File: config.mk
export PLATFORM = sky130hd
export DESIGN_NAME = first_fit_free_list_allocator
export DESIGN_NICKNAME = d
export VERILOG_FILES = /design/src/hdl/ffa_pkg.sv /design/src/hdl/ffa_ctrl.sv /design/src/hdl/ffa_datapath.sv /design/src/hdl/first_fit_free_list_allocator.sv
export VERILOG_INCLUDE_DIRS = /design/src /design/src/hdl
export SDC_FILE = /design/constraint.sdc
export NUM_CORES = 2
export LEC_CHECK = 0
export ABC_AREA = 0
export ABC_CLOCK_PERIOD_IN_PS = 15600
export BUFFER_PORTS_ARGS = -buffer_cell sky130_fd_sc_hd__clkbuf_2
export CAP_MARGIN = 40
export CELL_PAD_IN_SITES_DETAIL_PLACEMENT = 1
export CELL_PAD_IN_SITES_GLOBAL_PLACEMENT = 1
export CORE_UTILIZATION = 50
export DETAILED_ROUTE_END_ITERATION = 10
export GPL_ROUTABILITY_DRIVEN = 0
export PLACE_DENSITY_LB_ADDON = 0.05
export SYNTH_ARGS = -nofsm -noshare
export SYNTH_HDL_FRONTEND = slang
export SYNTH_SLANG_ARGS = --single-unit
File: constraint.sdc
create_clock -name clock -period 15.6 [get_ports clock]
set_clock_uncertainty 0.1 [all_clocks]
set_input_delay 3.9 -clock clock [delete_from_list [all_inputs] [get_ports clock]]
set_output_delay 3.9 -clock clock [all_outputs]
set_load 0.005 [all_outputs]
File: src/hdl/assert_macros.svh
// ----------------------------------------------------------------------------
// Assertion macros
// Concurrent checks that compile away when SYNTHESIS is defined.
// ----------------------------------------------------------------------------
`ifndef ASSERT_MACROS_SVH
`define ASSERT_MACROS_SVH

`ifndef SYNTHESIS

// same-cycle implication
`define FFA_ASSERT_IMPL(lbl, clk, rst, ante, cons, msg) \
   lbl: assert property (@(posedge clk) disable iff (rst) (ante) |-> (cons)) else $error(msg);

// next-cycle implication
`define FFA_ASSERT_NEXT(lbl, clk, rst, ante, cons, msg) \
   lbl: assert property (@(posedge clk) disable iff (rst) (ante) |=> (cons)) else $error(msg);

`else

`define FFA_ASSERT_IMPL(lbl, clk, rst, ante, cons, msg)
`define FFA_ASSERT_NEXT(lbl, clk, rst, ante, cons, msg)

`endif

`endif

File: src/hdl/ffa_pkg.sv
// ----------------------------------------------------------------------------
// First-fit allocator package
// Pool geometry, item types, status codes and controller/datapath links.
// ----------------------------------------------------------------------------
package ffa_pkg;

   localparam int POOL_BYTES   = 1024;
   localparam int HEADER_BYTES = 16;
   localparam int ALIGN_BYTES  = 8;
   localparam int GRANULES     = POOL_BYTES / ALIGN_BYTES;
   localparam int ALIGN_SHIFT  = $clog2(ALIGN_BYTES);
   localparam int HDR_GRANS    = HEADER_BYTES / ALIGN_BYTES;

   localparam int GRAN_W = $clog2(GRANULES);
   localparam int LINK_W = 8;
   localparam int REQ_W  = 16;
   localparam int NEED_W = REQ_W + 1;
   localparam int OFS_W  = 10;
   localparam int SIZE_W = 11;
   localparam int SUM_W  = 32;
   // new header granule: cur + header granules + need granules
   localparam int NG_W   = SIZE_W - ALIGN_SHIFT + 2;

   localparam logic [LINK_W-1:0] LINK_END  = '1;
   localparam logic [SIZE_W-1:0] INIT_SIZE = SIZE_W'(POOL_BYTES - HEADER_BYTES);

   typedef enum logic [1:0] {
      STATUS_OK        = 2'd0,
      STATUS_ZERO_SIZE = 2'd1,
      STATUS_NO_FIT    = 2'd2,
      STATUS_NULL_FREE = 2'd3
   } status_type;

   typedef enum logic {
      ACTION_ALLOC = 1'b0,
      ACTION_FREE  = 1'b1
   } action_type;

   typedef struct packed {
      action_type         action;
      logic [REQ_W-1:0]   req_size;
      logic [OFS_W-1:0]   free_offset;
   } req_type;

   typedef struct packed {
      status_type         status;
      logic [OFS_W-1:0]   result_offset;
      logic [SIZE_W-1:0]  granted_bytes;
      logic [SUM_W-1:0]   allocated_total;
      logic [SUM_W-1:0]   freed_total;
   } rsp_type;

   typedef struct packed {
      logic       load;
      logic       step;
      logic       wr_tail;
      logic       wr_split_head;
      logic       wr_unlink;
      logic       wr_free;
      logic       rsp_fire;
      status_type rsp_status;
   } cmd_type;

   typedef struct packed {
      logic is_free;
      logic req_zero;
      logic free_bad;
      logic list_empty;
      logic fit;
      logic split;
      logic at_end;
      logic last_step;
   } stat_type;

   function automatic logic [SUM_W-1:0] sat_add(input logic [SUM_W-1:0] a,
                                                 input logic [SUM_W-1:0] b);
      logic [SUM_W:0] s;
      s = {1'b0, a} + {1'b0, b};
      return s[SUM_W] ? '1 : s[SUM_W-1:0];
   endfunction

endpackage

File: src/hdl/ffa_ctrl.sv
// ----------------------------------------------------------------------------
// Allocator controller
// Sequences request checks, the first-fit walk, header writes and the result.
// ----------------------------------------------------------------------------
`include "assert_macros.svh"

module ffa_ctrl (
   input  logic              clock,
   input  logic              reset,
   input  logic              start,
   output logic              busy,
   input  ffa_pkg::stat_type stat,
   output ffa_pkg::cmd_type  cmd
);

   typedef enum logic [6:0] {
      ST_IDLE       = 7'b0000001,
      ST_CHECK      = 7'b0000010,
      ST_WALK       = 7'b0000100,
      ST_SPLIT_TAIL = 7'b0001000,
      ST_SPLIT_HEAD = 7'b0010000,
      ST_UNLINK     = 7'b0100000,
      ST_FREE_PUSH  = 7'b1000000
   } state_type;

   state_type state_ff, state_in;

   always_comb begin
      state_in       = state_ff;
      cmd            = '0;
      cmd.rsp_status = ffa_pkg::STATUS_OK;
      unique case (state_ff)
         ST_IDLE: begin
            if (start) begin
               cmd.load = 1'b1;
               state_in = ST_CHECK;
            end
         end
         ST_CHECK: begin
            if (stat.is_free) begin
               if (stat.free_bad) begin
                  cmd.rsp_fire   = 1'b1;
                  cmd.rsp_status = ffa_pkg::STATUS_NULL_FREE;
                  state_in       = ST_IDLE;
               end else begin
                  state_in = ST_FREE_PUSH;
               end
            end else if (stat.req_zero) begin
               cmd.rsp_fire   = 1'b1;
               cmd.rsp_status = ffa_pkg::STATUS_ZERO_SIZE;
               state_in       = ST_IDLE;
            end else if (stat.list_empty) begin
               cmd.rsp_fire   = 1'b1;
               cmd.rsp_status = ffa_pkg::STATUS_NO_FIT;
               state_in       = ST_IDLE;
            end else begin
               state_in = ST_WALK;
            end
         end
         ST_WALK: begin
            if (stat.fit) begin
               state_in = stat.split ? ST_SPLIT_TAIL : ST_UNLINK;
            end else if (stat.at_end || stat.last_step) begin
               cmd.rsp_fire   = 1'b1;
               cmd.rsp_status = ffa_pkg::STATUS_NO_FIT;
               state_in       = ST_IDLE;
            end else begin
               cmd.step = 1'b1;
            end
         end
         ST_SPLIT_TAIL: begin
            cmd.wr_tail = 1'b1;
            state_in    = ST_SPLIT_HEAD;
         end
         ST_SPLIT_HEAD: begin
            cmd.wr_split_head = 1'b1;
            cmd.rsp_fire      = 1'b1;
            state_in          = ST_IDLE;
         end
         ST_UNLINK: begin
            cmd.wr_unlink = 1'b1;
            cmd.rsp_fire  = 1'b1;
            state_in      = ST_IDLE;
         end
         ST_FREE_PUSH: begin
            cmd.wr_free  = 1'b1;
            cmd.rsp_fire = 1'b1;
            state_in     = ST_IDLE;
         end
         default: begin
            state_in = ST_IDLE;
         end
      endcase
   end

   always_ff @(posedge clock) begin
      if (reset) begin
         state_ff <= ST_IDLE;
      end else begin
         state_ff <= state_in;
      end
   end

   assign busy = (state_ff != ST_IDLE);

   `FFA_ASSERT_NEXT(a_rsp_ends_item, clock, reset, cmd.rsp_fire, state_ff == ST_IDLE, "item not closed after result")
   `FFA_ASSERT_NEXT(a_load_to_check, clock, reset, cmd.load, busy && state_ff == ST_CHECK, "load did not enter check")
   `FFA_ASSERT_IMPL(a_one_write, clock, reset, 1'b1, $onehot0({cmd.wr_tail, cmd.wr_split_head, cmd.wr_unlink, cmd.wr_free}), "two header writes at once")

endmodule

File: src/hdl/ffa_datapath.sv
// ----------------------------------------------------------------------------
// Allocator datapath
// Header stores, list head, walk registers, saturating totals, result register.
// ----------------------------------------------------------------------------
`include "assert_macros.svh"

module ffa_datapath (
   input  logic              clock,
   input  logic              reset,
   input  ffa_pkg::req_type  req_data,
   input  ffa_pkg::cmd_type  cmd,
   output ffa_pkg::stat_type stat,
   output logic              rsp_valid,
   output ffa_pkg::rsp_type  rsp_data
);

   localparam int GW = ffa_pkg::GRAN_W;
   localparam int LW = ffa_pkg::LINK_W;
   localparam int SW = ffa_pkg::SIZE_W;
   localparam int NW = ffa_pkg::NEED_W;
   localparam int OW = ffa_pkg::OFS_W;
   localparam int UW = ffa_pkg::SUM_W;

   // header stores, one entry per granule
   logic [SW-1:0] size_mem [ffa_pkg::GRANULES];
   logic [LW-1:0] next_mem [ffa_pkg::GRANULES];

   logic [SW-1:0] size_rd_ff;
   logic [LW-1:0] next_rd_ff;
   logic          size_rd_init_ff, next_rd_init_ff;
   logic          size0_init_ff, size0_init_in;
   logic          next0_init_ff, next0_init_in;

   ffa_pkg::action_type action_ff;
   logic [NW-1:0] need_ff;
   logic          req_zero_ff, free_bad_ff;
   logic [LW-1:0] cur_ff, cur_in;
   logic [GW-1:0] prev_ff, prev_in;
   logic          has_prev_ff, has_prev_in;
   logic [GW-1:0] steps_ff, steps_in;
   logic [LW-1:0] head_ff, head_in;
   logic [UW-1:0] alloc_sum_ff, alloc_sum_in;
   logic [UW-1:0] free_sum_ff, free_sum_in;
   logic          rsp_valid_ff, rsp_valid_in;
   ffa_pkg::rsp_type rsp_data_ff, rsp_data_in;

   logic [SW-1:0] csize;
   logic [LW-1:0] cnext;
   logic [GW-1:0] cur_g;
   logic [NW-1:0] need_in;
   logic [OW-1:0] gofs;
   logic [NW:0]   need_hdr;
   logic [ffa_pkg::NG_W-1:0] ng_sum;
   logic [GW-1:0] ng;
   logic [SW-1:0] rem_size;
   logic [GW-1:0] rd_addr;
   logic          size_we, next_we;
   logic [GW-1:0] size_waddr, next_waddr;
   logic [SW-1:0] size_wdata;
   logic [LW-1:0] next_wdata;
   logic          link_wr;

   // granule 0 keeps its reset header until first written
   assign csize = size_rd_init_ff ? ffa_pkg::INIT_SIZE : size_rd_ff;
   assign cnext = next_rd_init_ff ? ffa_pkg::LINK_END : next_rd_ff;
   assign cur_g = cur_ff[GW-1:0];

   assign need_in = (NW'(req_data.req_size) + NW'(ffa_pkg::ALIGN_BYTES - 1))
                    & ~NW'(ffa_pkg::ALIGN_BYTES - 1);
   assign gofs    = req_data.free_offset - OW'(ffa_pkg::HEADER_BYTES);

   assign need_hdr = {1'b0, need_ff} + (NW + 1)'(ffa_pkg::HEADER_BYTES);
   assign ng_sum   = ffa_pkg::NG_W'(cur_g) + ffa_pkg::NG_W'(ffa_pkg::HDR_GRANS)
                   + ffa_pkg::NG_W'(need_ff[SW-1:ffa_pkg::ALIGN_SHIFT]);
   assign ng       = ng_sum[GW-1:0];
   assign rem_size = csize - need_ff[SW-1:0] - SW'(ffa_pkg::HEADER_BYTES);

   always_comb begin
      stat.is_free    = (action_ff == ffa_pkg::ACTION_FREE);
      stat.req_zero   = req_zero_ff;
      stat.free_bad   = free_bad_ff;
      stat.list_empty = (head_ff >= LW'(ffa_pkg::GRANULES));
      stat.fit        = (NW'(csize) >= need_ff);
      stat.split      = ((NW + 1)'(csize) > need_hdr)
                        && (ng_sum < ffa_pkg::NG_W'(ffa_pkg::GRANULES));
      stat.at_end     = (cnext >= LW'(ffa_pkg::GRANULES));
      stat.last_step  = (steps_ff == GW'(ffa_pkg::GRANULES - 1));
   end

   // write ports: one per store
   assign link_wr    = cmd.wr_split_head || cmd.wr_unlink;
   assign size_we    = cmd.wr_tail || cmd.wr_split_head;
   assign size_waddr = cmd.wr_tail ? ng : cur_g;
   assign size_wdata = cmd.wr_tail ? rem_size : need_ff[SW-1:0];

   always_comb begin
      next_we    = 1'b0;
      next_waddr = prev_ff;
      next_wdata = cnext;
      priority if (cmd.wr_tail) begin
         next_we    = 1'b1;
         next_waddr = ng;
         next_wdata = cnext;
      end else if (cmd.wr_free) begin
         next_we    = 1'b1;
         next_waddr = cur_g;
         next_wdata = head_ff;
      end else if (link_wr && has_prev_ff) begin
         next_we    = 1'b1;
         next_waddr = prev_ff;
         next_wdata = cmd.wr_split_head ? LW'(ng) : cnext;
      end
   end

   assign rd_addr = cmd.step ? cnext[GW-1:0] : cur_g;

   always_ff @(posedge clock) begin
      if (size_we) begin
         size_mem[size_waddr] <= size_wdata;
      end
      if (next_we) begin
         next_mem[next_waddr] <= next_wdata;
      end
      size_rd_ff      <= size_mem[rd_addr];
      next_rd_ff      <= next_mem[rd_addr];
      size_rd_init_ff <= size0_init_ff && (rd_addr == '0);
      next_rd_init_ff <= next0_init_ff && (rd_addr == '0);
   end

   always_comb begin
      size0_init_in = size0_init_ff && !(size_we && size_waddr == '0);
      next0_init_in = next0_init_ff && !(next_we && next_waddr == '0);

      cur_in      = cur_ff;
      prev_in     = prev_ff;
      has_prev_in = has_prev_ff;
      steps_in    = steps_ff;
      if (cmd.load) begin
         cur_in      = (req_data.action == ffa_pkg::ACTION_FREE)
                       ? LW'(gofs[OW-1:ffa_pkg::ALIGN_SHIFT]) : head_ff;
         has_prev_in = 1'b0;
         steps_in    = '0;
      end else if (cmd.step) begin
         prev_in     = cur_g;
         has_prev_in = 1'b1;
         cur_in      = cnext;
         steps_in    = steps_ff + GW'(1);
      end

      head_in = head_ff;
      if (cmd.wr_free) begin
         head_in = LW'(cur_g);
      end else if (link_wr && !has_prev_ff) begin
         head_in = cmd.wr_split_head ? LW'(ng) : cnext;
      end

      alloc_sum_in = alloc_sum_ff;
      if (link_wr) begin
         alloc_sum_in = ffa_pkg::sat_add(alloc_sum_ff, UW'(need_ff));
      end
      free_sum_in = free_sum_ff;
      if (cmd.wr_free) begin
         free_sum_in = ffa_pkg::sat_add(free_sum_ff, UW'(csize));
      end

      rsp_valid_in                = cmd.rsp_fire;
      rsp_data_in                 = rsp_data_ff;
      if (cmd.rsp_fire) begin
         rsp_data_in.status          = cmd.rsp_status;
         rsp_data_in.result_offset   = '0;
         rsp_data_in.granted_bytes   = '0;
         rsp_data_in.allocated_total = alloc_sum_in;
         rsp_data_in.freed_total     = free_sum_in;
         if (cmd.rsp_status == ffa_pkg::STATUS_OK) begin
            if (action_ff == ffa_pkg::ACTION_FREE) begin
               rsp_data_in.granted_bytes = csize;
            end else begin
               rsp_data_in.granted_bytes = need_ff[SW-1:0];
               rsp_data_in.result_offset = OW'({cur_g, {ffa_pkg::ALIGN_SHIFT{1'b0}}})
                                         + OW'(ffa_pkg::HEADER_BYTES);
            end
         end
      end
   end

   // request capture, no reset needed
   always_ff @(posedge clock) begin
      if (cmd.load) begin
         action_ff   <= req_data.action;
         need_ff     <= need_in;
         req_zero_ff <= (req_data.req_size == '0);
         free_bad_ff <= (req_data.free_offset < OW'(ffa_pkg::HEADER_BYTES))
                        || ({1'b0, req_data.free_offset} >= (OW + 1)'(ffa_pkg::POOL_BYTES));
      end
      cur_ff      <= cur_in;
      prev_ff     <= prev_in;
      has_prev_ff <= has_prev_in;
      steps_ff    <= steps_in;
      rsp_data_ff <= rsp_data_in;
   end

   always_ff @(posedge clock) begin
      if (reset) begin
         size0_init_ff <= 1'b1;
         next0_init_ff <= 1'b1;
         head_ff       <= '0;
         alloc_sum_ff  <= '0;
         free_sum_ff   <= '0;
         rsp_valid_ff  <= 1'b0;
      end else begin
         size0_init_ff <= size0_init_in;
         next0_init_ff <= next0_init_in;
         head_ff       <= head_in;
         alloc_sum_ff  <= alloc_sum_in;
         free_sum_ff   <= free_sum_in;
         rsp_valid_ff  <= rsp_valid_in;
      end
   end

   assign rsp_valid = rsp_valid_ff;
   assign rsp_data  = rsp_data_ff;

   `FFA_ASSERT_NEXT(a_rsp_one_cycle, clock, reset, rsp_valid_ff, !rsp_valid_ff, "result strobe held two cycles")
   `FFA_ASSERT_IMPL(a_tail_above_cur, clock, reset, cmd.wr_tail, ng_sum > ffa_pkg::NG_W'(cur_g), "split header not above block")
   `FFA_ASSERT_IMPL(a_grant_fits, clock, reset, link_wr, stat.fit, "block granted without fit")

endmodule

File: src/hdl/first_fit_free_list_allocator.sv
// ----------------------------------------------------------------------------
// First-fit free-list allocator
// Byte pool managed as a singly linked list of headers, first-fit allocate
// with split, free by push to list head, saturating byte totals.
// ----------------------------------------------------------------------------
//   channel   ports                      handshake
//   request   start, busy, req_data      taken when start && !busy
//   result    rsp_valid, rsp_data        one-cycle strobe, never stalled
//
// Zero-size, null free or empty list: the result is raised from the check state.
// Free: check, then push to the list head. Allocate: check, then the walk, then
// an unlink, or a tail and a head write on a split; with no fit the walk ends the
// item. The walk reads one header per cycle and stops after 128 blocks.
// busy falls as the result strobe rises; the next item can be taken at the
// edge that ends the strobe.
// Reset leaves the pool as one free block at granule 0; no clearing pass.
// ----------------------------------------------------------------------------
module first_fit_free_list_allocator (
   input  logic             clock,
   input  logic             reset,
   input  logic             start,
   output logic             busy,
   input  ffa_pkg::req_type req_data,
   output logic             rsp_valid,
   output ffa_pkg::rsp_type rsp_data
);

   ffa_pkg::cmd_type  cmd;
   ffa_pkg::stat_type stat;

   ffa_ctrl u_ctrl (
      .clock (clock),
      .reset (reset),
      .start (start),
      .busy  (busy),
      .stat  (stat),
      .cmd   (cmd)
   );

   ffa_datapath u_datapath (
      .clock     (clock),
      .reset     (reset),
      .req_data  (req_data),
      .cmd       (cmd),
      .stat      (stat),
      .rsp_valid (rsp_valid),
      .rsp_data  (rsp_data)
   );

endmodule
==> results by group <==
Status
  • Status: finished, final reports clean

Layout
  • Post-route insts no fill: 11,090
  • Layout net count: 8,118
  • Commonest non-fill, non-tap cell in the layout: edfxtp_1
  • Area grow syn2layout: 13.1%
  • Filler cells: 20,468
  • Layout cell share with drive strength beyond 1: 0.116
  • Most frequent cells in the layout: 2,547 x edfxtp_1, 1,190 x nand2_1, 419 x a211oi_1

Yosys
  • Synth top area share: 0.700
  • Synth Flop Type: edfxtp_1
  • Synth Area in XOR/XNOR: 0.00561
  • Async SR Flop Fraction: 0
  • Post-synth EDFFs: 2,547
  • Largest family of logic cells by synthesized area: compound AO/OA/AOI/OAI gates
  • Adder-cell share of the synthesized area: 0.00845
  • Synth area leader: edfxtp_1
  • Yosys reg bits: 2,658
  • Synth unique cells: 89
  • Synth top area cells: edfxtp_1 70%, nand2_1 4.1%, a211oi_1 2.9%
  • Synthesized cell area: 0.109 mm²
  • Yosys warns: 0
  • Synthesized instance count: 7,794
  • Post-synthesis sequential area ratio: 0.720
  • Post-Synth Simple-Gate Area: 0.103
  • Syn_area_per_cell: around 14 µm²
  • Post-synthesis mux area share: 0.0300
  • Synth Area in Compound Gates: 0.105

Global route
  • Grt total ovfl: 0
  • Total GRT Usage: 0.319
  • Initial antenna violation count: 16
  • Vias in the first global route: 72,316
  • Pin count of the biggest net entering global routing: 147
  • First-pass GRT wire length: 512,000 µm

Drt
  • Initial DRC count: 7,481
  • Wirelength per Cell: 32.1 µm
  • Pre-antenna DRT Iters: 5
  • Drt via density: 6.44
  • Drt drc: 0
  • Routed WL: between 300,000 and 400,000 µm
  • Via count: 71,462
  • Detail Route Antenna Nets: 0

STA
  • Setup ws final: between 8 and 9 ns
  • Crit path time final: 7.48 ns
  • Hold Fails Final Rpt: 0
  • Max-slew violation count: 0
  • Fmax: 134 MHz
  • Period utilization: 0.480
  • RSZ-0062 raised after global routing: false
  • Slew of the pin with the lowest slew margin: 1.05 ns
  • Max-Slew Margin vs Limit: 0.300
  • Setup TNS: 0 ns
  • Final setup viols: 0

Place
  • Place WS: 8.28 ns
  • Hpwl dp: 214,000 µm
  • Port bufs: 112
  • Inst Count DP: 10,566

Critical path
  • Cell mode on critical path: buf_4
  • CP max FO: 135
  • Data arrival, critical path: 8.16 ns
  • Crit end category: flop
  • CP max-delay cell: buf_4
  • Critical path cell sequence: inv_1 -> ha_1 -> a2111oi_4 -> o211ai_2 -> a21o_1 -> buf_4 -> nor2_4 -> buf_4 -> buf_12 -> buf_4 -> mux2i_1 -> o22ai_1 -> o21ai_0 -> o2111ai_1 -> o32a_1
  • WS Path Type: flop to flop
  • Largest stage delay, worst path: around 0.83 ns
  • Startpoint types: flop
  • Worst Path Required: about 16 ns

Hold path
  • Hold crit path type: flop to flop

Clocking
  • Post-CTS setup buffers: 0
  • CTS resizes: 0
  • Number of buffers created by CTS: between 200 and 300
  • Clock Sinks: ~2,700
  • CTS Hold Bufs: 0
  • TritonCTS clock tree: built
  • Clock Tree Root: clkbuf_16
  • Worst-skew pair later-pin latency: 0.93 ns
  • Clk buf depth: 4
  • Clk pin slew, worst setup/hold paths: 0.06 ns
  • CTS H-tree lvls: 5

Floorplan
  • Rows: 171
  • Initial Utilization: 0.503
  • Die area: approximately 0.22 mm²
  • Ports: 119
  • Chip height: 469 µm
  • Total core area: ~0.22 mm²
  • DIE WIDTH: 469 µm

Run
  • Max Cap Viol: 0

Pwr
  • Total Power: 18.3 mW
  • Leak: 42.6 nW
  • IR drop worst, VDD: 140 µV
  • Cell Pwr Density: around 150 mW/mm²
==> Yosys cell counts (15+ instances only) <==
cell type and count:
and2_1 28, o21ai_0 153, nor2b_1 21, edfxtp_1 2547, mux2i_1 293, o211ai_1 26, buf_6 23, o311ai_0 18
a311oi_1 168, buf_2 245, xor2_1 34, o2111ai_1 86, clkbuf_1 198, nand3_1 328, o221ai_1 20, a21o_1 28
a31oi_1 124, o32a_1 19, a211oi_1 420, and3_1 404, buf_1 21, nand4_1 22, a311o_1 30, mux2_1 15
xnor2_1 36, buf_4 62, nor2_1 385, a21oi_1 158, o22ai_1 84, ha_1 69, nand2_1 1197, o21a_1 32
a32oi_1 52, dfxtp_1 111, o21ai_1 32, nor3_1 32, inv_1 69, a32o_1 20
==> power by group <==
group | internal, mW | total [mW] | leakage (nW) | switching (mW)
Sequential | 8.27 | 8.36 | 24.8 | 0.0906
Clock | 3.90 | 6.67 | 4.40 | 2.77
Combinational | 0.800 | 3.24 | 13.4 | 2.44
==> registers in the layout, indices dropped and copies added, names as in the netlist, 7 cells and up <==
register and flops:
u_datapath.size_mem 1408, u_datapath.next_mem 1024, u_datapath.rsp_data 84, u_datapath.alloc_sum_ff 32
u_datapath.free_sum_ff 32, u_datapath.need_ff 14, u_datapath.size_rd_ff 11, u_datapath.head_ff 8
u_datapath.next_rd_ff 8, u_ctrl.state_ff 7, u_datapath.cur_ff 7, u_datapath.prev_ff 7
u_datapath.steps_ff 7
==> final timing paths <==
check / start / to / slack, ns / cells after the start
worst max-delay path: u_datapath.need_ff[4] / u_datapath.next_rd_ff[2] / 8.12 / 15
worst min register to register: u_datapath.next0_init_ff / u_datapath.next_rd_init_ff / 0.36 / 1
worst max register to register: u_datapath.need_ff[4] / u_datapath.next_rd_ff[2] / 8.12 / 15
worst min-delay path: u_datapath.next0_init_ff / u_datapath.next_rd_init_ff / 0.36 / 1
==> cell type report <==
cell class	count	area, µm²	area share
multi-input cells	4518	28000	0.226
clock buffers	400	8050	0.0652
repair buffers	474	3950	0.0319
flip-flops and latches	2658	78700	0.637
clock inverters	108	998	0.00808
well taps	2854	3570	0.0289
inverters	70	263	0.00213
diodes	8	20.0	0.000162
==> per-layer routing <==
| layer | GRT usage | share of wire |
|---|---|---|
| met1 | 0.427 | 0.40 |
| met2 | 0.518 | 0.48 |
| met3 | 0.0470 | 0.067 |
| met4 | 0.139 | 0.047 |
| met5 | 0 | 0.00016 |
==> cell families after synthesis <==
family | count (synthesis)
other | 1
buffers and inverters | 620
multiplexers | 322
XOR/XNOR | 70
flip-flops | 2658
adder cells (fa/ha/maj) | 72
AO/OA/AOI/OAI | 1563
AND/OR/NAND/NOR | 2488
==> stage by stage <==
step                      area [µm²]  hold slack (ns)  utilization
after global routing          124000            0.401        0.569
after detailed placement      114000            0.354        0.527
final                         124000            0.363        0.569
after floorplan               109000            0.311            -
after CTS                     123000            0.358        0.568
after global placement        113000            0.334        0.520
==> worst max-delay path, delay by kind of cell, from the launching register on <==
kind                       cells  cell delay, ns
DFF                            1            0.73
adders and majority gates      1            0.35
muxes                          1            0.30
AOI/OAI and AO/OA              7            2.30
buffers and inverters          5            2.67
and+or+nand+nor                1            0.49
Power figures use the tool's default switching activity.
